`src/rtl/amm_pkg.sv`:
```
// ============================================================================
// amm_pkg - shared types and constants of the matrix audio mixer
// Field widths, command codes, sequencer states and the bundles that pass
// between the sequencer and the gain bank.
// ============================================================================
`default_nettype none

package amm_pkg;

    // Fixed field widths
    localparam int IDX_W    = 3;   // channel index fields
    localparam int GAIN_W   = 16;  // unsigned gain
    localparam int SAMPLE_W = 24;  // signed audio sample
    localparam int ACC_W    = 32;  // mix accumulator
    localparam int MAX_CH   = 8;   // channels reachable through a 3-bit index

    // Shared multiplier: signed 32-bit operand times unsigned 16-bit gain
    localparam int MUL_A_W  = 32;
    localparam int PROD_W   = MUL_A_W + GAIN_W;

    // Stream packing
    localparam int S_TDATA_W = 48;
    localparam int S_TUSER_W = 3;
    localparam int M_TDATA_W = 32;

    // Item function codes (tuser bit 0)
    localparam logic FUNC_GAIN   = 1'b0;
    localparam logic FUNC_SAMPLE = 1'b1;

    // Gain kind codes (tuser bits 2:1); the fourth code is ignored
    localparam logic [1:0] KIND_INPUT  = 2'd0;
    localparam logic [1:0] KIND_XPOINT = 2'd1;
    localparam logic [1:0] KIND_OUTPUT = 2'd2;

    // Sequencer states
    typedef enum logic [2:0] {
        ST_IDLE,
        ST_SCALE,
        ST_LOAD,
        ST_XMUL,
        ST_XACC,
        ST_OMUL,
        ST_EMIT
    } amm_state_t;

    // Gain write request
    typedef struct packed {
        logic              en;
        logic [1:0]        kind;
        logic [IDX_W-1:0]  in_idx;
        logic [IDX_W-1:0]  out_idx;
        logic [GAIN_W-1:0] value;
    } gain_wr_t;

    // Gain read selection
    typedef struct packed {
        logic [IDX_W-1:0] in_idx;
        logic [IDX_W-1:0] out_idx;
    } gain_rd_t;

endpackage : amm_pkg

`default_nettype wire

```
`src/rtl/audio_matrix_mixer.sv`:
```
// ============================================================================
// audio_matrix_mixer - matrix audio mixer with input and output gains
// Sequencer, accumulators and stream ports around one shared multiplier.
// ============================================================================
// A gain-write beat is taken in the idle state and goes straight to the gain
// bank. A sample beat for a present input takes one multiply for the
// input gain, then a multiply and an accumulate for each output, all on the
// single 32x16 multiplier; no new beat is taken until it is through. A beat
// with tlast then adds a multiply and an emit for each output (outputs 0..7
// at most) plus any stall on m_tready; the last result may sit in the output
// register while the next beat is taken. After reset the crosspoint RAM is
// zeroed by a sweep over its min(INPUTS,8)*min(OUTPUTS,8) entries, during
// which s_tready is low. Gains are unsigned with GAIN_FRAC_BITS fraction bits;
// every product is floored, accumulators saturate at 32 bits and mixed samples at 24 bits.
`default_nettype none

module audio_matrix_mixer
    import amm_pkg::*;
#(
    parameter int INPUTS         = 8,
    parameter int OUTPUTS        = 8,
    parameter int GAIN_FRAC_BITS = 14
) (
    input  wire logic                 aclk,
    input  wire logic                 aresetn,
    // input stream
    input  wire logic                 s_tvalid,
    output      logic                 s_tready,
    // in_index[2:0], out_index[5:3], gain_value[21:6], sample[45:22], zero pad
    input  wire logic [S_TDATA_W-1:0] s_tdata,
    // func[0], gain_kind[2:1]
    input  wire logic [S_TUSER_W-1:0] s_tuser,
    // end_of_frame
    input  wire logic                 s_tlast,
    // result stream
    output      logic                 m_tvalid,
    input  wire logic                 m_tready,
    // out_channel[2:0], mixed_sample[26:3], zero pad
    output      logic [M_TDATA_W-1:0] m_tdata,
    // last
    output      logic                 m_tlast
);

    localparam int NI = (INPUTS < MAX_CH) ? INPUTS : MAX_CH;
    localparam int NO = (OUTPUTS < MAX_CH) ? OUTPUTS : MAX_CH;
    localparam int IW = (NI > 1) ? $clog2(NI) : 1;
    localparam int OW = (NO > 1) ? $clog2(NO) : 1;

    // ------------------------------------------------------------------
    // Input beat fields
    // ------------------------------------------------------------------
    logic                       s_func;
    logic [1:0]                 s_kind;
    logic [IDX_W-1:0]           s_in_idx;
    logic [IDX_W-1:0]           s_out_idx;
    logic [GAIN_W-1:0]          s_gain;
    logic signed [SAMPLE_W-1:0] s_sample;
    logic                       s_accept;
    logic                       s_in_ok;

    assign s_func    = s_tuser[0];
    assign s_kind    = s_tuser[2:1];
    assign s_in_idx  = s_tdata[2:0];
    assign s_out_idx = s_tdata[5:3];
    assign s_gain    = s_tdata[21:6];
    assign s_sample  = $signed(s_tdata[45:22]);
    assign s_accept  = s_tvalid && s_tready;
    assign s_in_ok   = int'(s_in_idx) < NI;

    // ------------------------------------------------------------------
    // State
    // ------------------------------------------------------------------
    amm_state_t                 state_reg, state_next;
    logic signed [SAMPLE_W-1:0] smp_reg;
    logic [IW-1:0]              ich_reg;
    logic                       eof_reg;
    logic [OW-1:0]              o_cnt_reg, o_cnt_next;
    logic signed [MUL_A_W-1:0]  scaled_reg;
    logic signed [ACC_W-1:0]    acc_reg [NO];

    logic                       m_tvalid_reg;
    logic [IDX_W-1:0]           out_chan_reg;
    logic signed [SAMPLE_W-1:0] out_smp_reg;
    logic                       out_last_reg;

    logic                       clr_busy;
    logic                       o_last;
    logic                       out_load;

    // ------------------------------------------------------------------
    // Shared multiplier and gain bank
    // ------------------------------------------------------------------
    logic                       mul_en;
    logic signed [MUL_A_W-1:0]  mul_a;
    logic [GAIN_W-1:0]          mul_b;
    logic signed [PROD_W-1:0]   prod;
    logic signed [PROD_W-1:0]   prod_sh;

    gain_wr_t                   gain_wr;
    gain_rd_t                   gain_rd;
    logic [GAIN_W-1:0]          in_gain;
    logic [GAIN_W-1:0]          out_gain;
    logic [GAIN_W-1:0]          xp_gain;
    logic [OW-1:0]              rd_o;

    amm_mul_unit u_mul (
        .aclk     (aclk),
        .en       (mul_en),
        .a        (mul_a),
        .b        (mul_b),
        .prod_reg (prod)
    );

    amm_gain_bank #(
        .NI             (NI),
        .NO             (NO),
        .GAIN_FRAC_BITS (GAIN_FRAC_BITS)
    ) u_gain (
        .aclk         (aclk),
        .aresetn      (aresetn),
        .wr           (gain_wr),
        .rd           (gain_rd),
        .in_gain      (in_gain),
        .out_gain     (out_gain),
        .xp_gain_reg  (xp_gain),
        .clr_busy_reg (clr_busy)
    );

    assign o_last   = (o_cnt_reg == OW'(NO - 1));
    assign out_load = (state_reg == ST_EMIT) && (!m_tvalid_reg || m_tready);
    assign prod_sh  = prod >>> GAIN_FRAC_BITS;

    // Gain write straight from the accepted beat
    always_comb begin
        gain_wr.en      = s_accept && (s_func == FUNC_GAIN);
        gain_wr.kind    = s_kind;
        gain_wr.in_idx  = s_in_idx;
        gain_wr.out_idx = s_out_idx;
        gain_wr.value   = s_gain;
    end

    // ------------------------------------------------------------------
    // Next state
    // ------------------------------------------------------------------
    always_comb begin
        state_next = state_reg;
        o_cnt_next = o_cnt_reg;
        unique case (state_reg)
            ST_IDLE: begin
                o_cnt_next = '0;
                if (s_accept && (s_func == FUNC_SAMPLE)) begin
                    if (s_in_ok) begin
                        state_next = ST_SCALE;
                    end else if (s_tlast) begin
                        state_next = ST_OMUL;
                    end
                end
            end
            ST_SCALE: state_next = ST_LOAD;
            ST_LOAD:  state_next = ST_XMUL;
            ST_XMUL:  state_next = ST_XACC;
            ST_XACC: begin
                if (o_last) begin
                    o_cnt_next = '0;
                    state_next = eof_reg ? ST_OMUL : ST_IDLE;
                end else begin
                    o_cnt_next = o_cnt_reg + 1'b1;
                    state_next = ST_XMUL;
                end
            end
            ST_OMUL:  state_next = ST_EMIT;
            ST_EMIT: begin
                if (out_load) begin
                    if (o_last) begin
                        o_cnt_next = '0;
                        state_next = ST_IDLE;
                    end else begin
                        o_cnt_next = o_cnt_reg + 1'b1;
                        state_next = ST_OMUL;
                    end
                end
            end
            default: state_next = ST_IDLE;
        endcase
    end

    // ------------------------------------------------------------------
    // Datapath controls
    // ------------------------------------------------------------------
    always_comb begin
        mul_en = 1'b0;
        mul_a  = scaled_reg;
        mul_b  = xp_gain;
        rd_o   = '0;
        unique case (state_reg)
            ST_SCALE: begin
                mul_en = 1'b1;
                mul_a  = MUL_A_W'(smp_reg);
                mul_b  = in_gain;
            end
            ST_XMUL: begin
                mul_en = 1'b1;
            end
            ST_XACC: begin
                // prefetch next crosspoint gain
                rd_o = o_cnt_reg + 1'b1;
            end
            ST_OMUL: begin
                mul_en = 1'b1;
                mul_a  = MUL_A_W'(acc_reg[o_cnt_reg]);
                mul_b  = out_gain;
                rd_o   = o_cnt_reg;
            end
            ST_EMIT: begin
                rd_o = o_cnt_reg;
            end
            default: begin
                rd_o = '0;
            end
        endcase
        gain_rd.in_idx  = IDX_W'(ich_reg);
        gain_rd.out_idx = IDX_W'(rd_o);
    end

    // Accumulate with 32-bit saturation
    logic signed [PROD_W:0]    acc_sum;
    logic signed [ACC_W-1:0]   acc_new;
    logic                      acc_fits;

    always_comb begin
        acc_sum  = (PROD_W + 1)'(acc_reg[o_cnt_reg]) + (PROD_W + 1)'(prod_sh);
        acc_fits = (acc_sum[PROD_W:ACC_W-1] == '0) || (acc_sum[PROD_W:ACC_W-1] == '1);
        if (acc_fits) begin
            acc_new = acc_sum[ACC_W-1:0];
        end else if (acc_sum[PROD_W]) begin
            acc_new = {1'b1, {(ACC_W - 1){1'b0}}};
        end else begin
            acc_new = {1'b0, {(ACC_W - 1){1'b1}}};
        end
    end

    // Output scaling with 24-bit saturation
    logic signed [SAMPLE_W-1:0] mix_new;
    logic                       mix_fits;

    always_comb begin
        mix_fits = (prod_sh[PROD_W-1:SAMPLE_W-1] == '0)
                || (prod_sh[PROD_W-1:SAMPLE_W-1] == '1);
        if (mix_fits) begin
            mix_new = prod_sh[SAMPLE_W-1:0];
        end else if (prod_sh[PROD_W-1]) begin
            mix_new = {1'b1, {(SAMPLE_W - 1){1'b0}}};
        end else begin
            mix_new = {1'b0, {(SAMPLE_W - 1){1'b1}}};
        end
    end

    // ------------------------------------------------------------------
    // Registers
    // ------------------------------------------------------------------
    always_ff @(posedge aclk) begin
        if (!aresetn) begin
            state_reg <= ST_IDLE;
            o_cnt_reg <= '0;
        end else begin
            state_reg <= state_next;
            o_cnt_reg <= o_cnt_next;
        end
    end

    // capture of the sample beat
    always_ff @(posedge aclk) begin
        if (s_accept && (s_func == FUNC_SAMPLE)) begin
            smp_reg <= s_sample;
            ich_reg <= s_in_idx[IW-1:0];
            eof_reg <= s_tlast;
        end
        if (state_reg == ST_LOAD) begin
            scaled_reg <= prod_sh[MUL_A_W-1:0];
        end
    end

    // accumulators
    always_ff @(posedge aclk) begin
        if (!aresetn) begin
            for (int k = 0; k < NO; k++) begin
                acc_reg[k] <= '0;
            end
        end else if (state_reg == ST_XACC) begin
            acc_reg[o_cnt_reg] <= acc_new;
        end else if (out_load && o_last) begin
            for (int k = 0; k < NO; k++) begin
                acc_reg[k] <= '0;
            end
        end
    end

    // output register
    always_ff @(posedge aclk) begin
        if (!aresetn) begin
            m_tvalid_reg <= 1'b0;
        end else if (out_load) begin
            m_tvalid_reg <= 1'b1;
        end else if (m_tready) begin
            m_tvalid_reg <= 1'b0;
        end
    end

    always_ff @(posedge aclk) begin
        if (out_load) begin
            out_chan_reg <= IDX_W'(o_cnt_reg);
            out_smp_reg  <= mix_new;
            out_last_reg <= o_last;
        end
    end

    assign s_tready = (state_reg == ST_IDLE) && !clr_busy;
    assign m_tvalid = m_tvalid_reg;
    assign m_tdata  = {{(M_TDATA_W - IDX_W - SAMPLE_W){1'b0}}, out_smp_reg, out_chan_reg};
    assign m_tlast  = out_last_reg;

    // ------------------------------------------------------------------
    // Assertions
    // ------------------------------------------------------------------
    a_valid_from_emit: assert property (@(posedge aclk) disable iff (!aresetn)
        $rose(m_tvalid_reg) |-> $past(state_reg == ST_EMIT))
        else $error("result beat raised outside emit");

    a_acc_cleared: assert property (@(posedge aclk) disable iff (!aresetn)
        (out_load && o_last) |=> (acc_reg[0] == '0))
        else $error("accumulators not cleared at frame end");

    a_cnt_range: assert property (@(posedge aclk) disable iff (!aresetn)
        int'(o_cnt_reg) < NO)
        else $error("output counter out of range");

    a_scale_valid_in: assert property (@(posedge aclk) disable iff (!aresetn)
        (state_reg == ST_SCALE) |-> (int'(ich_reg) < NI))
        else $error("mixing an absent input");

    a_no_accept_in_clear: assert property (@(posedge aclk) disable iff (!aresetn)
        clr_busy |-> (state_reg == ST_IDLE) && !s_accept)
        else $error("beat taken during crosspoint clear");

endmodule : audio_matrix_mixer

`default_nettype wire

```
`src/rtl/amm_mul_unit.sv`:
```
// ============================================================================
// amm_mul_unit - shared multiplier of the mixer
// Signed operand times unsigned gain, product registered when enabled.
// ============================================================================
`default_nettype none

module amm_mul_unit
    import amm_pkg::*;
(
    input  wire logic                      aclk,
    input  wire logic                      en,
    input  wire logic signed [MUL_A_W-1:0] a,
    input  wire logic        [GAIN_W-1:0]  b,
    output      logic signed [PROD_W-1:0]  prod_reg
);

    logic signed [PROD_W-1:0] prod_next;

    // gain is zero-extended so the product stays signed
    always_comb begin
        prod_next = a * $signed({1'b0, b});
    end

    always_ff @(posedge aclk) begin
        if (en) begin
            prod_reg <= prod_next;
        end
    end

endmodule : amm_mul_unit

`default_nettype wire

```
`src/rtl/amm_gain_bank.sv`:
```
// ============================================================================
// amm_gain_bank - gain storage of the mixer
// Input and output gains in flops (reset to unity), crosspoint gains in a
// small RAM that is zeroed by a clearing sweep after reset.
// ============================================================================
`default_nettype none

module amm_gain_bank
    import amm_pkg::*;
#(
    parameter int NI             = 8,
    parameter int NO             = 8,
    parameter int GAIN_FRAC_BITS = 14
) (
    input  wire logic              aclk,
    input  wire logic              aresetn,
    input  wire gain_wr_t          wr,
    input  wire gain_rd_t          rd,
    output      logic [GAIN_W-1:0] in_gain,
    output      logic [GAIN_W-1:0] out_gain,
    output      logic [GAIN_W-1:0] xp_gain_reg,
    output      logic              clr_busy_reg
);

    localparam int XP_DEPTH = NI * NO;
    localparam int XA_W     = (XP_DEPTH > 1) ? $clog2(XP_DEPTH) : 1;
    localparam int IW       = (NI > 1) ? $clog2(NI) : 1;
    localparam int OW       = (NO > 1) ? $clog2(NO) : 1;
    localparam logic [GAIN_W-1:0] UNITY = GAIN_W'(1 << GAIN_FRAC_BITS);

    logic [GAIN_W-1:0] ig_reg [NI];
    logic [GAIN_W-1:0] og_reg [NO];
    logic [GAIN_W-1:0] xp_mem [XP_DEPTH];

    logic [XA_W-1:0] clr_addr_reg;
    logic [XA_W-1:0] clr_addr_next;
    logic            clr_busy_next;

    logic            in_ok;
    logic            out_ok;
    logic            wr_ig;
    logic            wr_og;
    logic            wr_xp;
    logic [XA_W-1:0] xp_waddr;
    logic [XA_W-1:0] xp_raddr;

    // Write decode: out-of-range channels and the unused kind are dropped
    always_comb begin
        in_ok  = int'(wr.in_idx) < NI;
        out_ok = int'(wr.out_idx) < NO;
        wr_ig  = 1'b0;
        wr_og  = 1'b0;
        wr_xp  = 1'b0;
        case (wr.kind)
            KIND_INPUT:  wr_ig = wr.en && in_ok;
            KIND_XPOINT: wr_xp = wr.en && in_ok && out_ok;
            KIND_OUTPUT: wr_og = wr.en && out_ok;
            default:     wr_ig = 1'b0;
        endcase
    end

    assign xp_waddr = XA_W'(int'(wr.in_idx) * NO + int'(wr.out_idx));
    assign xp_raddr = XA_W'(int'(rd.in_idx) * NO + int'(rd.out_idx));

    // Input and output gain registers
    always_ff @(posedge aclk) begin
        if (!aresetn) begin
            for (int i = 0; i < NI; i++) begin
                ig_reg[i] <= UNITY;
            end
            for (int j = 0; j < NO; j++) begin
                og_reg[j] <= UNITY;
            end
        end else begin
            if (wr_ig) begin
                ig_reg[wr.in_idx[IW-1:0]] <= wr.value;
            end
            if (wr_og) begin
                og_reg[wr.out_idx[OW-1:0]] <= wr.value;
            end
        end
    end

    assign in_gain  = ig_reg[rd.in_idx[IW-1:0]];
    assign out_gain = og_reg[rd.out_idx[OW-1:0]];

    // Clearing sweep over the crosspoint RAM after reset
    always_comb begin
        clr_addr_next = clr_addr_reg;
        clr_busy_next = clr_busy_reg;
        if (clr_busy_reg) begin
            if (clr_addr_reg == XA_W'(XP_DEPTH - 1)) begin
                clr_busy_next = 1'b0;
            end else begin
                clr_addr_next = clr_addr_reg + 1'b1;
            end
        end
    end

    always_ff @(posedge aclk) begin
        if (!aresetn) begin
            clr_addr_reg <= '0;
            clr_busy_reg <= 1'b1;
        end else begin
            clr_addr_reg <= clr_addr_next;
            clr_busy_reg <= clr_busy_next;
        end
    end

    // Crosspoint RAM: one write port, one registered read port
    always_ff @(posedge aclk) begin
        if (clr_busy_reg) begin
            xp_mem[clr_addr_reg] <= '0;
        end else if (wr_xp) begin
            xp_mem[xp_waddr] <= wr.value;
        end
    end

    always_ff @(posedge aclk) begin
        xp_gain_reg <= xp_mem[xp_raddr];
    end

endmodule : amm_gain_bank

`default_nettype wire
```
`config.mk`:
```
export PLATFORM = sky130hd
export DESIGN_NAME = audio_matrix_mixer
export DESIGN_NICKNAME = d
export VERILOG_FILES = /design/src/rtl/amm_pkg.sv /design/src/rtl/audio_matrix_mixer.sv /design/src/rtl/amm_mul_unit.sv /design/src/rtl/amm_gain_bank.sv
export SDC_FILE = /design/constraint.sdc
export NUM_CORES = 2
export LEC_CHECK = 0
export BUFFER_PORTS_ARGS = -buffer_cell sky130_fd_sc_hd__buf_2
export CAP_MARGIN = 20
export CORE_ASPECT_RATIO = 2
export CORE_MARGIN = 4
export CORE_UTILIZATION = 25
export DETAILED_ROUTE_END_ITERATION = 7
export SLEW_MARGIN = 20
export SYNTH_ARGS = -nofsm -noshare
export SYNTH_HDL_FRONTEND = slang
export SYNTH_SLANG_ARGS = --single-unit
```
`constraint.sdc`:
```
create_clock -name aclk -period 15.55 [get_ports aclk]
set_clock_uncertainty 0.15 [all_clocks]
set_input_delay 1.555 -clock aclk [delete_from_list [all_inputs] [get_ports aclk]]
set_output_delay 1.555 -clock aclk [all_outputs]
set_load 0.02 [all_outputs]
```
==> impl_metrics.yaml <==
run_status:
  outcome: "complete, no violations"
cells_and_area:
  regArea_um2: 50500
  largest_register_ffs: 1024
  area_growth_pct: 13.2
  final_cell_mix: "edfxtp_1 (1658), nand2_1 (752), inv_1 (572)"
  multi_input_area_um2: 34400
  utilization_pct: 28.4
  finalNonFillerCells: 11300
  fill_cells: 35300
  drive_gt1_share_pct: 14.3
  final_nets: 7183
  final_common_cell: "edfxtp_1"
setup_path:
  cpMaxStageDelayCell: "dfxtp_1"
  worstRegToRegCells: 31
  crit_fanout: 42
  required_ns: 15.91
  cpPeakStageDelay_ns: 0.73
  r2r_slack_ns: 3.68
  cpMostUsedCell: "fa_1"
  critPathKind: "reg2reg"
  cp.arrival_ns: 12.23
  start_kind: "register"
  crit_path_end_kind: "register"
flow_run:
  maxCapViolations: 0
timing:
  tightestPinTransition_ns: 1.23
  fin_crit_sh_pct: 76.3
  fmax_ghz: 0.0843
  hold_viol_final: 0
  setup_tns_ns: 0
  min_period_ns: 11.87
  rsz0062_at_grt: "no"
  final.setup.worst_slack_ns: 3.68
  maxSlewViolCount: 0
  finalSetupViolCount: 0
  worst_slew_margin_rel_pct: 17.6
placement:
  post-place-cells: 11000
  hpwl_um: 179000
  port_buffers: 83
  pre_cts_slack_ns: 3.70
  gp_congestion: 0.903
global_routing:
  track_usage_pct: 14.3
  antenna_found_initial: 29
  grt_pass1_vias: 57000
  grt_max_degree: 123
  globalRoute.totalOverflow: 0
  grt_pass1_wl_um: 385000
floorplan:
  initial_core_util_pct: 25.1
  die_w_um: 428
  num_rows: 308
  die_h_um: 849
  dieArea_um2: 363000
  io_pins: 91
  core_um2: 352000
cts:
  clk_latency_ns: 0.85
  clockRootBuffer: "clkbuf_16"
  post_cts_buffers: 0
  clk_pin_slew_ns: 0.07
  cts_resized: 0
  ctsLongestPathBuffers: 4
  cts_htree_levels: 4
  cts_tree: "built"
  holdBufCountCts: 0
  numCtsBuffers: 165
  cts.sinks: 1694
yosys:
  synth_top_family_by_area: "adder cells"
  synth_fa_ha_area_share_pct: 13.1
  synthFlopType: "edfxtp_1"
  synth-edff-count: 1658
  async_flop_share_pct: 0
  ys_types: 72
  yosys_register_bits: 1694
  seq_area_frac_synth_pct: 57.2
  yosys_warnings: 0
  synth-simple-area-share_pct: 9.98
  synth.avg_cell_area_um2: 13.7
  synth.area.mux_share_pct: 8.80
  netlist_area_um2: 88300
  synth_compound_area_share_pct: 5.92
  synthCells: 6446
  synth-xor-area-share_pct: 0.714
pwr:
  cellPowerDensity_nw_per_um2: 98.6
  cellLeakagePower_nw: 37.1
  total_power_mw: 9.86
  ir_drop_v: 0.0000732
drt:
  routed-via-count: 53700
  dr.pass1.iters: 5
  ant_nets: 0
  vias_per_cell: 4.77
  wl_um: 265000
  drt_iter0_drc: 4355
  drc: 0
  wire_per_inst_um: 23.5
min_path:
  hold_class: "reg2reg"
  whs_path_depth: 0
==> report_power, final <==
group          switching (mW)  total, mW  internal (mW)
clock                    1.74       3.91           2.17
sequential             0.0160       5.06           5.05
combinational           0.560      0.884          0.324
total                    2.32       9.86           7.54
==> logic make-up (layout without fill, tap and decap cells) <==
group	Yosys count	count (layout)
simple gates	1934	1934
flops	1694	1694
buf+inv	976	1138
compound gates	745	745
fa+ha+maj	632	632
mux	392	392
xor+xnor	72	72
other cells	1	16
==> area by class of cell <==
class / count / share of cell area (%)
Sequential cell: 1694 / 50.5
Tap cell: 4650 / 5.82
Multi-Input combinational cell: 3780 / 34.4
Inverter: 574 / 2.15
Timing Repair Buffer: 280 / 1.99
Clock inverter: 85 / 0.771
Antenna cell: 11 / 0.0275
Clock buffer: 199 / 4.35
==> cells in the mapped netlist, types with 41 or more instances <==
cell | count | area [um2]
a21oi_1 | 100 | 500
and2_1 | 307 | 1920
a211oi_1 | 150 | 1130
o21ai_0 | 89 | 445
nand2b_1 | 44 | 275
inv_1 | 573 | 2150
xnor2_1 | 48 | 420
nand3_1 | 277 | 1390
nor2_1 | 416 | 1560
ha_1 | 149 | 1860
buf_2 | 82 | 410
a31oi_1 | 41 | 257
o31ai_1 | 147 | 1100
clkbuf_1 | 278 | 1040
a21o_1 | 82 | 616
mux4_2 | 304 | 6850
fa_1 | 483 | 9670
nand2_1 | 760 | 2850
mux2i_1 | 52 | 521
edfxtp_1 | 1658 | 49800
==> through the flow <==
| stage | hold slack (ns) | instance area [um2] |
|---|---|---|
| global placement | 0.368 | 94700 |
| global route | 0.394 | 100000 |
| CTS | 0.390 | 99900 |
| finish | 0.383 | 100000 |
| floorplan | 0.285 | 88300 |
| detailed placement | 0.375 | 94800 |
==> worst max-delay path, delay by kind of cell, from the launching register on <==
kind / cells / cell delay, ns
AOI/OAI and AO/OA: 11 / 3.86
DFF: 1 / 0.73
adders and majority gates: 7 / 3.45
buffers and inverters: 5 / 1.16
xor gates and xnor gates: 1 / 0.09
muxes: 1 / 0.34
and+or+nand+nor: 6 / 1.74
==> metal layers <==
layer | vias to the layer above | GRT usage (%) | wire length, um
met5 | - | 0 | 140
met4 | 20 | 11.5 | 24800
met3 | 804 | 1.71 | 14300
met2 | 2029 | 26.2 | 139000
met1 | 27700 | 14.5 | 86700
li1 | 23200 | - | -
==> path summary, 6_finish.rpt <==
| check | from | to |
|---|---|---|
| setup / recovery | state_reg[1]$_SDFFE_PN0P_ | u_mul.prod_reg[47]$_DFFE_PP_ |
| hold / removal | u_mul.prod_reg[42]$_DFFE_PP_ | scaled_reg[28]$_DFFE_PP_ |
| setup reg to reg | state_reg[1]$_SDFFE_PN0P_ | u_mul.prod_reg[47]$_DFFE_PP_ |
| hold reg to reg | u_mul.prod_reg[42]$_DFFE_PP_ | scaled_reg[28]$_DFFE_PP_ |
Note: power is estimated with default switching activity, not from simulation.
